**src/design/gbn_pkg.sv**
```systemverilog
// gbn_pkg: shared types and codes for the go-back-n sender window
// used by gbn_ctrl, gbn_dpath and go_back_n_sender_window
`default_nettype none
package gbn_pkg;

  // input event codes
  localparam logic [1:0] OP_NEW     = 2'd0;
  localparam logic [1:0] OP_ACK     = 2'd1;
  localparam logic [1:0] OP_TIMEOUT = 2'd2;

  // result kinds
  typedef enum logic [2:0] {
    KIND_SEND   = 3'd0,
    KIND_TSTART = 3'd1,
    KIND_TSTOP  = 3'd2,
    KIND_OVER   = 3'd3,
    KIND_BUILD  = 3'd4
  } kind_e;

  localparam int unsigned PREFIX_BYTES = 4;

  // one result word before packing
  typedef struct packed {
    kind_e       kind;
    logic [31:0] seq_number;
    logic [3:0]  window_slot;
    logic [7:0]  payload_length;
    logic [15:0] message_offset;
    logic        message_end;
  } res_t;

  // controller to datapath commands
  typedef struct packed {
    logic latch;
    logic push;
    logic rewind;
    logic tstart;
    logic slide;
    logic build;
    logic send_init;
    logic send;
    logic tstop;
    logic overflow;
    logic flush;
  } dp_cmd_t;

  // datapath to controller status
  typedef struct packed {
    logic full;
    logic timer_on;
    logic in_win;
    logic build_ok;
    logic send_ok;
    logic stop_hit;
    logic can_emit;
  } dp_stat_t;

endpackage
`default_nettype wire

```
**src/design/gbn_ctrl.sv**
```systemverilog
// gbn_ctrl: event sequencer of the go-back-n sender window
// depends on gbn_pkg for command and status structs
`default_nettype none
module gbn_ctrl (
  input  wire logic              clk_i,
  input  wire logic              rst_ni,
  input  wire logic              in_valid_i,
  input  wire logic [1:0]        in_op_i,
  input  wire logic              in_ck_i,
  output logic                   in_ready_o,
  input  wire gbn_pkg::dp_stat_t stat_i,
  output gbn_pkg::dp_cmd_t       cmd_o
);
  import gbn_pkg::*;

  localparam logic [3:0] S_IDLE = 4'd0;
  localparam logic [3:0] S_OVF  = 4'd1;
  localparam logic [3:0] S_RWD  = 4'd2;
  localparam logic [3:0] S_TST  = 4'd3;
  localparam logic [3:0] S_ACMP = 4'd4;
  localparam logic [3:0] S_AWIN = 4'd5;
  localparam logic [3:0] S_BCHK = 4'd6;
  localparam logic [3:0] S_BLD  = 4'd7;
  localparam logic [3:0] S_SSET = 4'd8;
  localparam logic [3:0] S_SND  = 4'd9;
  localparam logic [3:0] S_ASTP = 4'd10;
  localparam logic [3:0] S_FIN  = 4'd11;

  logic [3:0] state_q, state_d;
  logic       ack_q, ack_d;
  logic       accept;

  assign in_ready_o = (state_q == S_IDLE);
  assign accept     = in_valid_i && in_ready_o;

  // next state and commands
  always_comb begin
    state_d = state_q;
    ack_d   = ack_q;
    cmd_o   = '0;
    unique case (state_q)
      S_IDLE: begin
        if (accept) begin
          cmd_o.latch = 1'b1;
          ack_d       = 1'b0;
          unique case (in_op_i)
            OP_NEW: begin
              if (stat_i.full) begin
                state_d = S_OVF;
              end else begin
                cmd_o.push = 1'b1;
                state_d    = stat_i.timer_on ? S_FIN : S_TST;
              end
            end
            OP_ACK: begin
              ack_d   = 1'b1;
              state_d = in_ck_i ? S_ACMP : S_FIN;
            end
            OP_TIMEOUT: state_d = S_RWD;
            default:    state_d = S_IDLE;
          endcase
        end
      end
      S_OVF: begin
        if (stat_i.can_emit) begin
          cmd_o.overflow = 1'b1;
          state_d        = S_FIN;
        end
      end
      S_RWD: begin
        cmd_o.rewind = 1'b1;
        state_d      = S_TST;
      end
      S_TST: begin
        if (stat_i.can_emit) begin
          cmd_o.tstart = 1'b1;
          state_d      = S_BCHK;
        end
      end
      S_ACMP: state_d = stat_i.in_win ? S_AWIN : S_ASTP;
      S_AWIN: begin
        if (stat_i.can_emit) begin
          cmd_o.tstart = 1'b1;
          cmd_o.slide  = 1'b1;
          state_d      = S_BCHK;
        end
      end
      S_BCHK: state_d = stat_i.build_ok ? S_BLD : S_SSET;
      S_BLD: begin
        if (stat_i.can_emit) begin
          cmd_o.build = 1'b1;
          state_d     = S_BCHK;
        end
      end
      S_SSET: begin
        cmd_o.send_init = 1'b1;
        state_d         = S_SND;
      end
      S_SND: begin
        if (!stat_i.send_ok) begin
          state_d = ack_q ? S_ASTP : S_FIN;
        end else if (stat_i.can_emit) begin
          cmd_o.send = 1'b1;
        end
      end
      S_ASTP: begin
        if (!stat_i.stop_hit) begin
          state_d = S_FIN;
        end else if (stat_i.can_emit) begin
          cmd_o.tstop = 1'b1;
          state_d     = S_FIN;
        end
      end
      S_FIN: begin
        if (stat_i.can_emit) begin
          cmd_o.flush = 1'b1;
          state_d     = S_IDLE;
        end
      end
      default: state_d = S_IDLE;
    endcase
  end

  // state register
  always_ff @(posedge clk_i or negedge rst_ni) begin
    if (!rst_ni) begin
      state_q <= S_IDLE;
      ack_q   <= 1'b0;
    end else begin
      state_q <= state_d;
      ack_q   <= ack_d;
    end
  end

endmodule
`default_nettype wire

```
**src/design/gbn_dpath.sv**
```systemverilog
// gbn_dpath: window counters, message length queue and result buffering
// depends on gbn_pkg for result, command and status types
`default_nettype none
module gbn_dpath #(
  parameter int unsigned WINDOW      = 10,
  parameter int unsigned PAYLOAD_MAX = 121,
  parameter int unsigned QUEUE_DEPTH = 64
) (
  input  wire logic             clk_i,
  input  wire logic             rst_ni,
  input  wire gbn_pkg::dp_cmd_t cmd_i,
  input  wire logic [15:0]      size_i,
  input  wire logic [31:0]      ack_i,
  output gbn_pkg::dp_stat_t     stat_o,
  output gbn_pkg::res_t         out_res_o,
  output logic                  out_last_o,
  output logic                  out_valid_o,
  input  wire logic             out_ready_i
);
  import gbn_pkg::*;

  localparam int unsigned QAW = $clog2(QUEUE_DEPTH);
  localparam int unsigned QCW = $clog2(QUEUE_DEPTH + 1);
  localparam int unsigned FW  = $clog2(WINDOW + 1);
  localparam logic [QAW-1:0] QLAST = QAW'(QUEUE_DEPTH - 1);
  localparam logic [QCW-1:0] QFULL = QCW'(QUEUE_DEPTH);
  localparam logic [FW-1:0]  WFILL = FW'(WINDOW);
  localparam logic [3:0]     WMLAST = 4'(WINDOW - 1);
  localparam logic [31:0]    W32 = 32'(WINDOW);
  localparam logic [15:0]    PM16 = 16'(PAYLOAD_MAX);

  // queue storage
  logic [15:0]    mem_q [QUEUE_DEPTH];
  logic [15:0]    rd_q;
  logic [QAW-1:0] head_q, tail_q;
  logic [QCW-1:0] count_q;

  // window state
  logic [15:0] off_q;
  logic [31:0] nns_q, nts_q, old_q, lo_q, ack_q;
  logic [3:0]  nns_m_q, nts_m_q, old_m_q;
  logic [FW-1:0] fill_q;
  logic [FW-1:0] guard_q;
  logic        timer_q;

  // result buffering
  res_t pend_q, out_q;
  logic pend_v_q, out_v_q, last_q;

  logic [15:0] rem;
  logic [31:0] d;
  logic [5:0]  msum;
  logic        emit_v;
  res_t        emit_r;
  logic        out_free;

  function automatic logic [3:0] mod_inc(input logic [3:0] m);
    mod_inc = (m == WMLAST) ? 4'd0 : m + 4'd1;
  endfunction

  function automatic logic [QAW-1:0] ptr_inc(input logic [QAW-1:0] p);
    ptr_inc = (p == QLAST) ? '0 : p + 1'b1;
  endfunction

  // remaining bytes of head message and ack slide distance
  assign rem  = (rd_q > off_q) ? rd_q - off_q : 16'd0;
  assign d    = ack_q - old_q + 32'd1;
  assign msum = {2'b00, old_m_q} + {1'b0, d[4:0]};

  assign out_free = !out_v_q || out_ready_i;

  // status
  assign stat_o.full     = (count_q >= QFULL);
  assign stat_o.timer_on = timer_q;
  assign stat_o.in_win   = (ack_q >= old_q) && (ack_q < nns_q);
  assign stat_o.build_ok = (fill_q < WFILL) && (count_q != '0);
  assign stat_o.send_ok  = (nts_q >= lo_q) && (nts_q < nns_q) && (guard_q < WFILL);
  assign stat_o.stop_hit = (ack_q + 32'd1 == nns_q);
  assign stat_o.can_emit = !pend_v_q || out_free;

  // result produced this cycle
  always_comb begin
    emit_v = 1'b0;
    emit_r = '0;
    emit_r.kind = KIND_SEND;
    if (cmd_i.tstart) begin
      emit_v      = 1'b1;
      emit_r.kind = KIND_TSTART;
    end else if (cmd_i.tstop) begin
      emit_v      = 1'b1;
      emit_r.kind = KIND_TSTOP;
    end else if (cmd_i.overflow) begin
      emit_v      = 1'b1;
      emit_r.kind = KIND_OVER;
    end else if (cmd_i.send) begin
      emit_v             = 1'b1;
      emit_r.seq_number  = nts_q;
      emit_r.window_slot = nts_m_q;
    end else if (cmd_i.build && rem != 16'd0) begin
      emit_v                = 1'b1;
      emit_r.kind           = KIND_BUILD;
      emit_r.seq_number     = nns_q;
      emit_r.window_slot    = nns_m_q;
      emit_r.message_offset = off_q;
      if (rem > PM16) begin
        emit_r.payload_length = PM16[7:0];
      end else begin
        emit_r.payload_length = rem[7:0];
        emit_r.message_end    = 1'b1;
      end
    end
  end

  // queue memory
  always_ff @(posedge clk_i) begin
    if (cmd_i.push) begin
      mem_q[tail_q] <= size_i + 16'(PREFIX_BYTES);
    end
    rd_q <= mem_q[head_q];
  end

  // payload registers
  always_ff @(posedge clk_i) begin
    if (cmd_i.latch) begin
      ack_q <= ack_i;
    end
    if (cmd_i.send_init) begin
      lo_q <= (nns_q >= W32) ? nns_q - W32 : 32'd0;
    end
    if (emit_v) begin
      pend_q <= emit_r;
      if (pend_v_q) begin
        out_q  <= pend_q;
        last_q <= 1'b0;
      end
    end else if (cmd_i.flush && pend_v_q) begin
      out_q  <= pend_q;
      last_q <= 1'b1;
    end
  end

  // control state
  always_ff @(posedge clk_i or negedge rst_ni) begin
    if (!rst_ni) begin
      head_q   <= '0;
      tail_q   <= '0;
      count_q  <= '0;
      off_q    <= '0;
      nns_q    <= '0;
      nts_q    <= '0;
      old_q    <= '0;
      nns_m_q  <= '0;
      nts_m_q  <= '0;
      old_m_q  <= '0;
      fill_q   <= '0;
      guard_q  <= '0;
      timer_q  <= 1'b0;
      pend_v_q <= 1'b0;
      out_v_q  <= 1'b0;
    end else begin
      if (cmd_i.push) begin
        tail_q  <= ptr_inc(tail_q);
        count_q <= count_q + 1'b1;
      end
      if (cmd_i.rewind) begin
        nts_q   <= old_q;
        nts_m_q <= old_m_q;
      end
      if (cmd_i.tstart) begin
        timer_q <= 1'b1;
      end
      if (cmd_i.tstop) begin
        timer_q <= 1'b0;
      end
      if (cmd_i.slide) begin
        fill_q  <= (d > 32'(fill_q)) ? '0 : fill_q - FW'(d);
        old_q   <= ack_q + 32'd1;
        old_m_q <= (msum >= 6'(WINDOW)) ? 4'(msum - 6'(WINDOW)) : msum[3:0];
      end
      // one build step
      if (cmd_i.build) begin
        if (rem > PM16) begin
          off_q   <= off_q + PM16;
          nns_q   <= nns_q + 32'd1;
          nns_m_q <= mod_inc(nns_m_q);
          fill_q  <= fill_q + 1'b1;
        end else begin
          if (rem != 16'd0) begin
            nns_q   <= nns_q + 32'd1;
            nns_m_q <= mod_inc(nns_m_q);
            fill_q  <= fill_q + 1'b1;
          end
          head_q  <= ptr_inc(head_q);
          count_q <= count_q - 1'b1;
          off_q   <= '0;
        end
      end
      if (cmd_i.send_init) begin
        guard_q <= '0;
      end
      if (cmd_i.send) begin
        nts_q   <= nts_q + 32'd1;
        nts_m_q <= mod_inc(nts_m_q);
        guard_q <= guard_q + 1'b1;
      end
      // pending and output word handoff
      if (emit_v) begin
        pend_v_q <= 1'b1;
        if (pend_v_q) begin
          out_v_q <= 1'b1;
        end else if (out_ready_i) begin
          out_v_q <= 1'b0;
        end
      end else if (cmd_i.flush && pend_v_q) begin
        pend_v_q <= 1'b0;
        out_v_q  <= 1'b1;
      end else if (out_ready_i) begin
        out_v_q <= 1'b0;
      end
    end
  end

  assign out_res_o   = out_q;
  assign out_last_o  = last_q;
  assign out_valid_o = out_v_q;

endmodule
`default_nettype wire

```
**src/design/go_back_n_sender_window.sv**
```systemverilog
// go_back_n_sender_window: top level of the go-back-n sender window control
// depends on gbn_pkg, gbn_ctrl and gbn_dpath
//
// Each input word is one protocol event (new message, ack, timer expiry) and
// yields a possibly empty run of command words (timer start/stop, build,
// send, overflow), the final one marked by tlast. Events are handled one at
// a time: the next word is taken once the previous event is finished. Each
// build step is one queue memory read and one cut; the sequencer walks build
// and send steps one by one. Output back-pressure stalls the sequencer.
// Results stay one word behind in a holding register so the last one can be
// flagged.
`default_nettype none
module go_back_n_sender_window #(
  parameter int unsigned WINDOW      = 10,
  parameter int unsigned PAYLOAD_MAX = 121,
  parameter int unsigned QUEUE_DEPTH = 64
) (
  input  wire logic        clk_i,
  input  wire logic        rst_ni,
  input  wire logic        s_axis_tvalid,
  output logic             s_axis_tready,
  // message_size[15:0], ack_number[47:16], checksum_ok[48], zero fill
  input  wire logic [55:0] s_axis_tdata,
  // operation[1:0]
  input  wire logic [1:0]  s_axis_tuser,
  output logic             m_axis_tvalid,
  input  wire logic        m_axis_tready,
  // seq_number[31:0], window_slot[35:32], payload_length[43:36],
  // message_offset[59:44], message_end[60], zero fill
  output logic [63:0]      m_axis_tdata,
  // kind[2:0]
  output logic [2:0]       m_axis_tuser,
  output logic             m_axis_tlast
);
  import gbn_pkg::*;

  dp_cmd_t  cmd;
  dp_stat_t stat;
  res_t     res;

  gbn_ctrl u_ctrl (
    .clk_i      (clk_i),
    .rst_ni     (rst_ni),
    .in_valid_i (s_axis_tvalid),
    .in_op_i    (s_axis_tuser),
    .in_ck_i    (s_axis_tdata[48]),
    .in_ready_o (s_axis_tready),
    .stat_i     (stat),
    .cmd_o      (cmd)
  );

  gbn_dpath #(
    .WINDOW      (WINDOW),
    .PAYLOAD_MAX (PAYLOAD_MAX),
    .QUEUE_DEPTH (QUEUE_DEPTH)
  ) u_dpath (
    .clk_i       (clk_i),
    .rst_ni      (rst_ni),
    .cmd_i       (cmd),
    .size_i      (s_axis_tdata[15:0]),
    .ack_i       (s_axis_tdata[47:16]),
    .stat_o      (stat),
    .out_res_o   (res),
    .out_last_o  (m_axis_tlast),
    .out_valid_o (m_axis_tvalid),
    .out_ready_i (m_axis_tready)
  );

  // output word packing
  assign m_axis_tuser = res.kind;
  assign m_axis_tdata = {3'b000, res.message_end, res.message_offset,
                         res.payload_length, res.window_slot, res.seq_number};

endmodule
`default_nettype wire
```
**config.mk**
```make
export PLATFORM = sky130hd
export DESIGN_NAME = go_back_n_sender_window
export DESIGN_NICKNAME = d
export VERILOG_FILES = /design/src/design/gbn_pkg.sv /design/src/design/gbn_ctrl.sv /design/src/design/gbn_dpath.sv /design/src/design/go_back_n_sender_window.sv
export SDC_FILE = /design/constraint.sdc
export NUM_CORES = 2
export LEC_CHECK = 0
export BUFFER_PORTS_ARGS = -buffer_cell sky130_fd_sc_hd__buf_2
export CAP_MARGIN = 20
export CORE_AREA = 2 2 363 635
export DETAILED_ROUTE_END_ITERATION = 8
export DIE_AREA = 0 0 365 637
export PLACE_DENSITY = 0.54
export SYNTH_ARGS = -nofsm -noshare
export SYNTH_HDL_FRONTEND = slang
export SYNTH_SLANG_ARGS = --single-unit
```
**constraint.sdc**
```tcl
create_clock -name clk_i -period 6.05 [get_ports clk_i]
set_clock_uncertainty 0.05 [all_clocks]
set_input_delay 0.9075 -clock clk_i [delete_from_list [all_inputs] [get_ports clk_i]]
set_output_delay 0.9075 -clock clk_i [all_outputs]
set_load 0.05 [all_outputs]
```
# After elaboration in Yosys (flattened, before gate mapping)
# Memory sizes are Yosys's and may differ from the RTL's. A register that Yosys moved wholly into a read port is not among the register bits.
# Index checks and enable logic that the tools add are counted.
# totals
mem_count,1
ff_bits,352
ramBits,1024
output_inout_bits,70
word_cells,207
# memory_table
memory,depth,width,read_ports,rd_ports_with_merged_regs,wr,line_no,rtl
u_dpath.mem_q,64,16,1,1,1,gbn_dpath.sv:33,logic [15:0] mem_q [QUEUE_DEPTH];
# op_classes
bitwise_logic,2
eq_ne,23
n_mux,85
n_reduce_logical,30
add_sub_neg,20
magnitude_cmp,12
# op_table
operator,n
$mux W64,4
$add A32 B1 Y32 const B,4
$mux W32,4
$mux W4,25
$ge A32 B32 Y1,2
$lt A32 B32 Y1,2
$pmux W4 S10,1
$mux W36,1
$mux W1,34
$eq A32 B32 Y1,1
$ge A32 B4 Y1 const B,1
$gt A32 B4 Y1,1
$mux W16,2
$sub A32 B32 Y32,1
$sub A32 B4 Y32 const B,1
$eq A4 B4 Y1 const B,6
$mux W7,3
$add A16 B3 Y16 const B,1
$add A16 B7 Y16 const B,1
$add A4 B1 Y4 const B,4
$eq A4 B3 Y1 const B,4
$gt A16 B16 Y1,1
$gt A16 B7 Y1 const B,1
$reduce_bool A16 Y1,1
36 further kinds,66

# Longest topological paths before layout
# depth
word_depth,13
depth_mapped,16
mapped_depth_nobuf,16

# Modules after synthesis
# Synthesis repeated with hierarchy kept, for this count alone.
# hier_totals
cells_unflattened,4006
area_unflattened_um2,62799.0
# by_module_without_submodules
module,seq_area_each_um2,cells_each,area_per_inst_um2,n_inst
gbn_dpath,40719.1,3916,62150.9,1
gbn_ctrl,125.1,86,621.8,1
go_back_n_sender_window,0.0,4,26.3,1

# Worst setup path before layout
# No wires, ideal clock.
# synth_path
kind,reg-to-reg
start,register u_dpath.ack_q[1]
end,register u_dpath.last_q (netlist: u_dpath.out_last_o) (enable)
stages_incl_launch_ff,12
n_path_buf,1
path_slack_ns,0.721
arrival_ns,4.844
setup_ns,0.435
path_cell_list,edfxtp_1 > ha_1 > and3_1 > buf_2 > nand3_2 > a221o_1 > or4_1 > or4_1 > or4_4 > nor4_4 > and2_1 > o41a_1
# synth_between
elab_chain_len,8
elab_cells_between_ends,9
classes_between,1 x add/sub; 2 x eq/ne; 4 x mux; 2 x reduce/logical
# synth_rtl
item,line_no,rtl
"start, declared",gbn_dpath.sv:40,"logic [31:0] nns_q, nts_q, old_q, lo_q, ack_q;"
"start signal, assigned",gbn_dpath.sv:125,ack_q <= ack_i;
$add A32 B1 Y32 *,gbn_dpath.sv:78,assign stat_o.stop_hit = (ack_q + 32'd1 == nns_q);
$eq A32 B32 Y1 *,gbn_dpath.sv:78,
$mux W1 *,gbn_ctrl.sv:107,if (!stat_i.stop_hit) begin
$mux W1 *,gbn_ctrl.sv:41,unique case (state_q)
$mux W1 *,gbn_dpath.sv:89,end else if (cmd_i.tstop) begin
$mux W1 *,gbn_dpath.sv:86,if (cmd_i.tstart) begin
$ne A2 B1 Y1 (no line) or $reduce_bool A2 Y1 (tied branches),--,
$reduce_and A2 Y1 (no line) *,--,
"end signal, assigned",gbn_dpath.sv:134,last_q <= 1'b0;
"end signal, assigned",gbn_dpath.sv:138,last_q <= 1'b1;
"end, declared",gbn_dpath.sv:48,"logic pend_v_q, out_v_q, last_q;"
# Mark *: on every way between the ends. The rest lies on a longest branch, timed or not.
# A chain may end at the register's enable or synchronous reset.

# Worst setup path after layout
# layout_path
start,register u_dpath.ack_q[6]
end,"register u_dpath.out_q, in the netlist u_dpath.out_res_o[4] (enable)"
# layout_between
elab_chain_len,8
elab_cells_between_ends,9
classes_between,1 x add/sub; 2 x eq/ne; 4 x mux; 2 x reduce/logical
# layout_rtl
item,line_no,rtl
$add A32 B1 Y32 *,gbn_dpath.sv:78,
$eq A32 B32 Y1 *,gbn_dpath.sv:78,
$mux W1 *,gbn_ctrl.sv:107,
$mux W1 *,gbn_ctrl.sv:41,
$mux W1 *,gbn_dpath.sv:89,
$mux W1 *,gbn_dpath.sv:86,
$ne A2 B1 Y1 (no line) or $reduce_bool A2 Y1 (tied branches),--,
$reduce_and A2 Y1 (no line) *,--,
"end signal, assigned",gbn_dpath.sv:133,out_q <= pend_q;
"end signal, assigned",gbn_dpath.sv:137,out_q <= pend_q;
"end, declared",gbn_dpath.sv:47,"res_t pend_q, out_q;"
# Marks and branches as above.

==> summary.md <==
| Metric | Value |
|---|---|
| Post-Syn Area per Cell | `15.5 um2` |
| Core box area | `228000 um2` |
| Routed wire per std cell | `25.9 um` |
| Final WS setup | `0.751 ns` |
| CP Max Fanout | `56` |
| Final wirelength | `193 mm` |
| Number of synthesized flops with an enable pin | `1217` |
| # rows | `232` |
| Syn Inst Count | `4084` |
| Status | `finished, final reports clean` |
| Met1 global-route usage | `0.181` |
| Pre-CTS setup slack | `0.871 ns` |
| Post-CTS Resized | `0` |
| Switching share of power | `0.361` |
| Lkg Pwr | `24.6 nW` |
| DR iter-0 viols | `approximately 3600` |
| Layout cells sized above 1 | `0.194` |
| Post-synth ARST share | `0.114` |
| GR peak layer | `met2` |
| Vias per cell | `5.01` |
| Unrepaired setup endpoints after global routing | `no` |
| Detailed Place HPWL | `132 mm` |
| Starting Density | `0.279` |
| Seq cells post-synth | `1392` |
| # Post-CTS Setup Buffers | `0` |
| Final hold viol count | `0` |
| Proportion of power drawn by the clock network | `0.265` |
| Setup tns final | `0 ns` |
| Pwr Density | `between 400 and 500 nW/um2` |
| Final Instance Area | `72800 um2` |
| Die Area | `233000 um2` |
| Seq/Total Area, Yosys | `0.644` |
| GRT Residual Overflow | `0` |
| Die height | `637 um` |
| # port buffers | `121` |
| Worst Hold Class | `primary input to async pin` |
| Post-layout minimum cycle time | `5.30 ns` |
| Post-CTS Hold Buffers | `0` |
| Placed insts | `7192` |
| CTS clk-pin slew, worst paths | `0.07 ns` |
| H-tree depth | `4` |
| Critical Path AT | `5.69 ns` |
| Clk sink count | `1392` |
| Drt pass-1 iters | `6` |
| Relative slew slack | `0.329` |
| Post-synth top flop | `edfxtp_1` |
| # IOs | `132` |
| Number of global-route vias before repair | `38787` |
| Synth Warn # | `0` |
| Least-Margin Pin Slew | `0.996 ns` |
| Mapped Area | `63400 um2` |
| Nets@finish | `around 4600` |
| Non-Filler Instances | `7439` |
| Num CTS Buffers | `137` |
| Final count of pins violating max slew | `0` |
| Seq pwr share | `0.396` |
| Post-layout util | `0.320` |
| Antenna-violating nets left | `0` |
| CP endpoint kind | `flop` |
| Met2 usage | `0.311` |
| DR vias | `around 37000` |
| Die Wd | `365 um` |
| Power, Total | `31.9 mW` |
| Gp weighted congestion | `0.910` |
| CTS Buffer Depth | `3` |
| Largest net degree at the start of global routing | `97` |
| CP required | `between 6 and 7 ns` |
| Clock latency on the worst-skew pair | `0.81 ns` |
| Dpl cell area | `68400 um2` |
| Grt met3 use | `0.0197` |
| Setup CP Type | `flop to flop` |
| Hold Slack | `0.0344 ns` |
| Maximum clock frequency | `~190 MHz` |
| Max IR drop VDD | `about 0.33 mV` |
| Final setup viols | `0` |
| Root Buffer | `clkbuf_16` |
| Area delta synth->final | `14.9%` |
| Initial antenna violation count | `18` |
| CP startpoint kind | `flop` |
| Comb pwr share | `0.339` |
| Total GRT Usage | `0.165` |
| Sw Pwr | `about 12 mW` |
| CTS tree | `yes` |
| Count of cell types in the netlist | `96` |
| Max cap viols | `0` |
| Tcrit/Tclk final | `0.876` |
| First-pass GRT wire length | `277 mm` |
| # DRC | `0` |
| P_int | `20.4 mW` |
## kinds of logic (layout without fill, tap and decap cells)
group / count (synthesis) / in the layout / share of synthesized area
other: 1 / 7 / 0.0000591
buffers and inverters: 415 / 722 / 0.0254
AO/OA/AOI/OAI: 595 / 595 / 0.0643
adder cells (fa/ha/maj): 220 / 220 / 0.0456
multiplexers: 357 / 357 / 0.123
AND/OR/NAND/NOR: 957 / 957 / 0.0770
XOR/XNOR: 147 / 147 / 0.0205
flip-flops: 1392 / 1392 / 0.644
## critical path: stages (launching register included)
cell      delay [ns]
edfxtp_1        0.74
nand4_2         0.38
nor4_1          0.86
xnor2_1         0.20
o221ai_1        0.15
or4_1           0.56
or4_4           0.58
nor4_4          0.41
and2_1          0.21
o41a_2          0.39
buf_12          0.30
## state kept, by name, indices dropped and copies added, names as in the netlist, 6 cells and up
register and count:
u_dpath.old_q 32, u_dpath.tail_q 6, u_dpath.ack_q 32, u_dpath.mem_q 1024, u_dpath.out_res_o 64, u_dpath.lo_q 32, u_dpath.nts_q 32, u_dpath.head_q 6
u_dpath.pend_q 64, u_dpath.count_q 7, u_dpath.off_q 16, u_dpath.nns_q 32, u_dpath.rd_q 16
## power by group through the flow
stage | Combinational [mW] | Sequential [mW] | Clock [mW]
finish | 10.8 | 12.6 | 8.45
global route | 11.8 | 12.7 | 9.00
CTS | 11.0 | 12.7 | 8.66
detailed placement | 10.9 | 12.8 | 0
global placement | 10.8 | 12.8 | 0
floorplan | 6.92 | 12.9 | 0
## routing by layer
layer / vias to the layer above / part of all wire
met5: - / 0.00021
met4: 6 / 0.054
met3: 376 / 0.039
met2: 1060 / 0.55
met1: 19315 / 0.36
li1: 16486 / -
## layout make-up
class                           instances  area (um2)
Inverter                              212         796
Sequential cell                      1392       40900
Antenna cell                            3        7.51
Fill cell                           22383      155000
Clock inverter                         72         763
Clock buffer                          170        3590
Tap cell                             3042        3810
Timing Repair Buffer                  268        1870
Multi-Input combinational cell       2280       21100
## Yosys cell counts, types with 11 or more instances
cell       instances  area (um2)
a2111oi_0         12         105
a211o_1           12         105
a211oi_1          29         218
a21o_1            31         233
a21oi_1          121         606
a221o_1           20         200
a221oi_1          11        96.3
a22o_1            36         315
a31oi_1           22         138
and2_1            18         113
and3_1            48         300
and4_1            12         105
buf_1             42         158
clkbuf_1         147         552
dfrtp_1          159        3980
dfxtp_1           16         320
edfxtp_1        1217       36500
fa_1              19         380
ha_1             200        2500
inv_1            210         788
mux2i_1           11         110
mux4_2           336        7570
nand2_1          198         743
nand2b_1          36         225
nand3_1           88         440
nand3b_1          13        97.6
nand4_1           67         419
nor2_1           235         882
nor2b_1           32         200
nor3_1            89         445
nor3b_1           17         128
nor4_1            35         219
o2111ai_1         13         114
o211ai_1          17         128
o21a_1            17         128
o21ai_0          134         671
o221ai_1          14         123
or3_1             17         106
or4_1             15         113
xnor2_1          123        1080
xor2_1            23         201
## cell usage in the layout (no fill, tap or decap), drive strengths merged, types with 90 or more instances in the layout
| master | Yosys | routed |
|---|---|---|
| clkbuf | 149 | 170 |
| dfrtp | 159 | 159 |
| xnor2 | 123 | 123 |
| mux4 | 336 | 336 |
| nand2 | 198 | 198 |
| edfxtp | 1217 | 1217 |
| a21oi | 121 | 121 |
| inv | 210 | 217 |
| ha | 200 | 200 |
| nor3 | 90 | 90 |
| nor2 | 235 | 235 |
| buf | 54 | 268 |
| o21ai | 135 | 135 |
## final timing paths
| check | start | end | slack [ns] | depth (start not counted) |
|---|---|---|---|---|
| worst min register to register | u_dpath.pend_q[60]$_SDFFCE_PP0P_ | u_dpath.out_res_o[60]$_DFFE_PP_ | 0.35 | 0 |
| max in group asynchronous | rst_ni | u_dpath.old_q[19]$_DFFE_PN0P_ | 4.85 | 2 |
| worst max-delay path | u_dpath.ack_q[6]$_DFFE_PP_ | u_dpath.out_res_o[4]$_DFFE_PP_ | 0.75 | 10 |
| worst min-delay path | rst_ni | u_dpath.old_q[2]$_DFFE_PN0P_ | 0.03 | 1 |
| worst max register to register | u_dpath.ack_q[6]$_DFFE_PP_ | u_dpath.out_res_o[4]$_DFFE_PP_ | 0.75 | 10 |
| min in group clk_i | s_axis_tdata[31] | u_dpath.ack_q[15]$_DFFE_PP_ | 0.23 | 1 |
(Power assumes the default switching activity.)
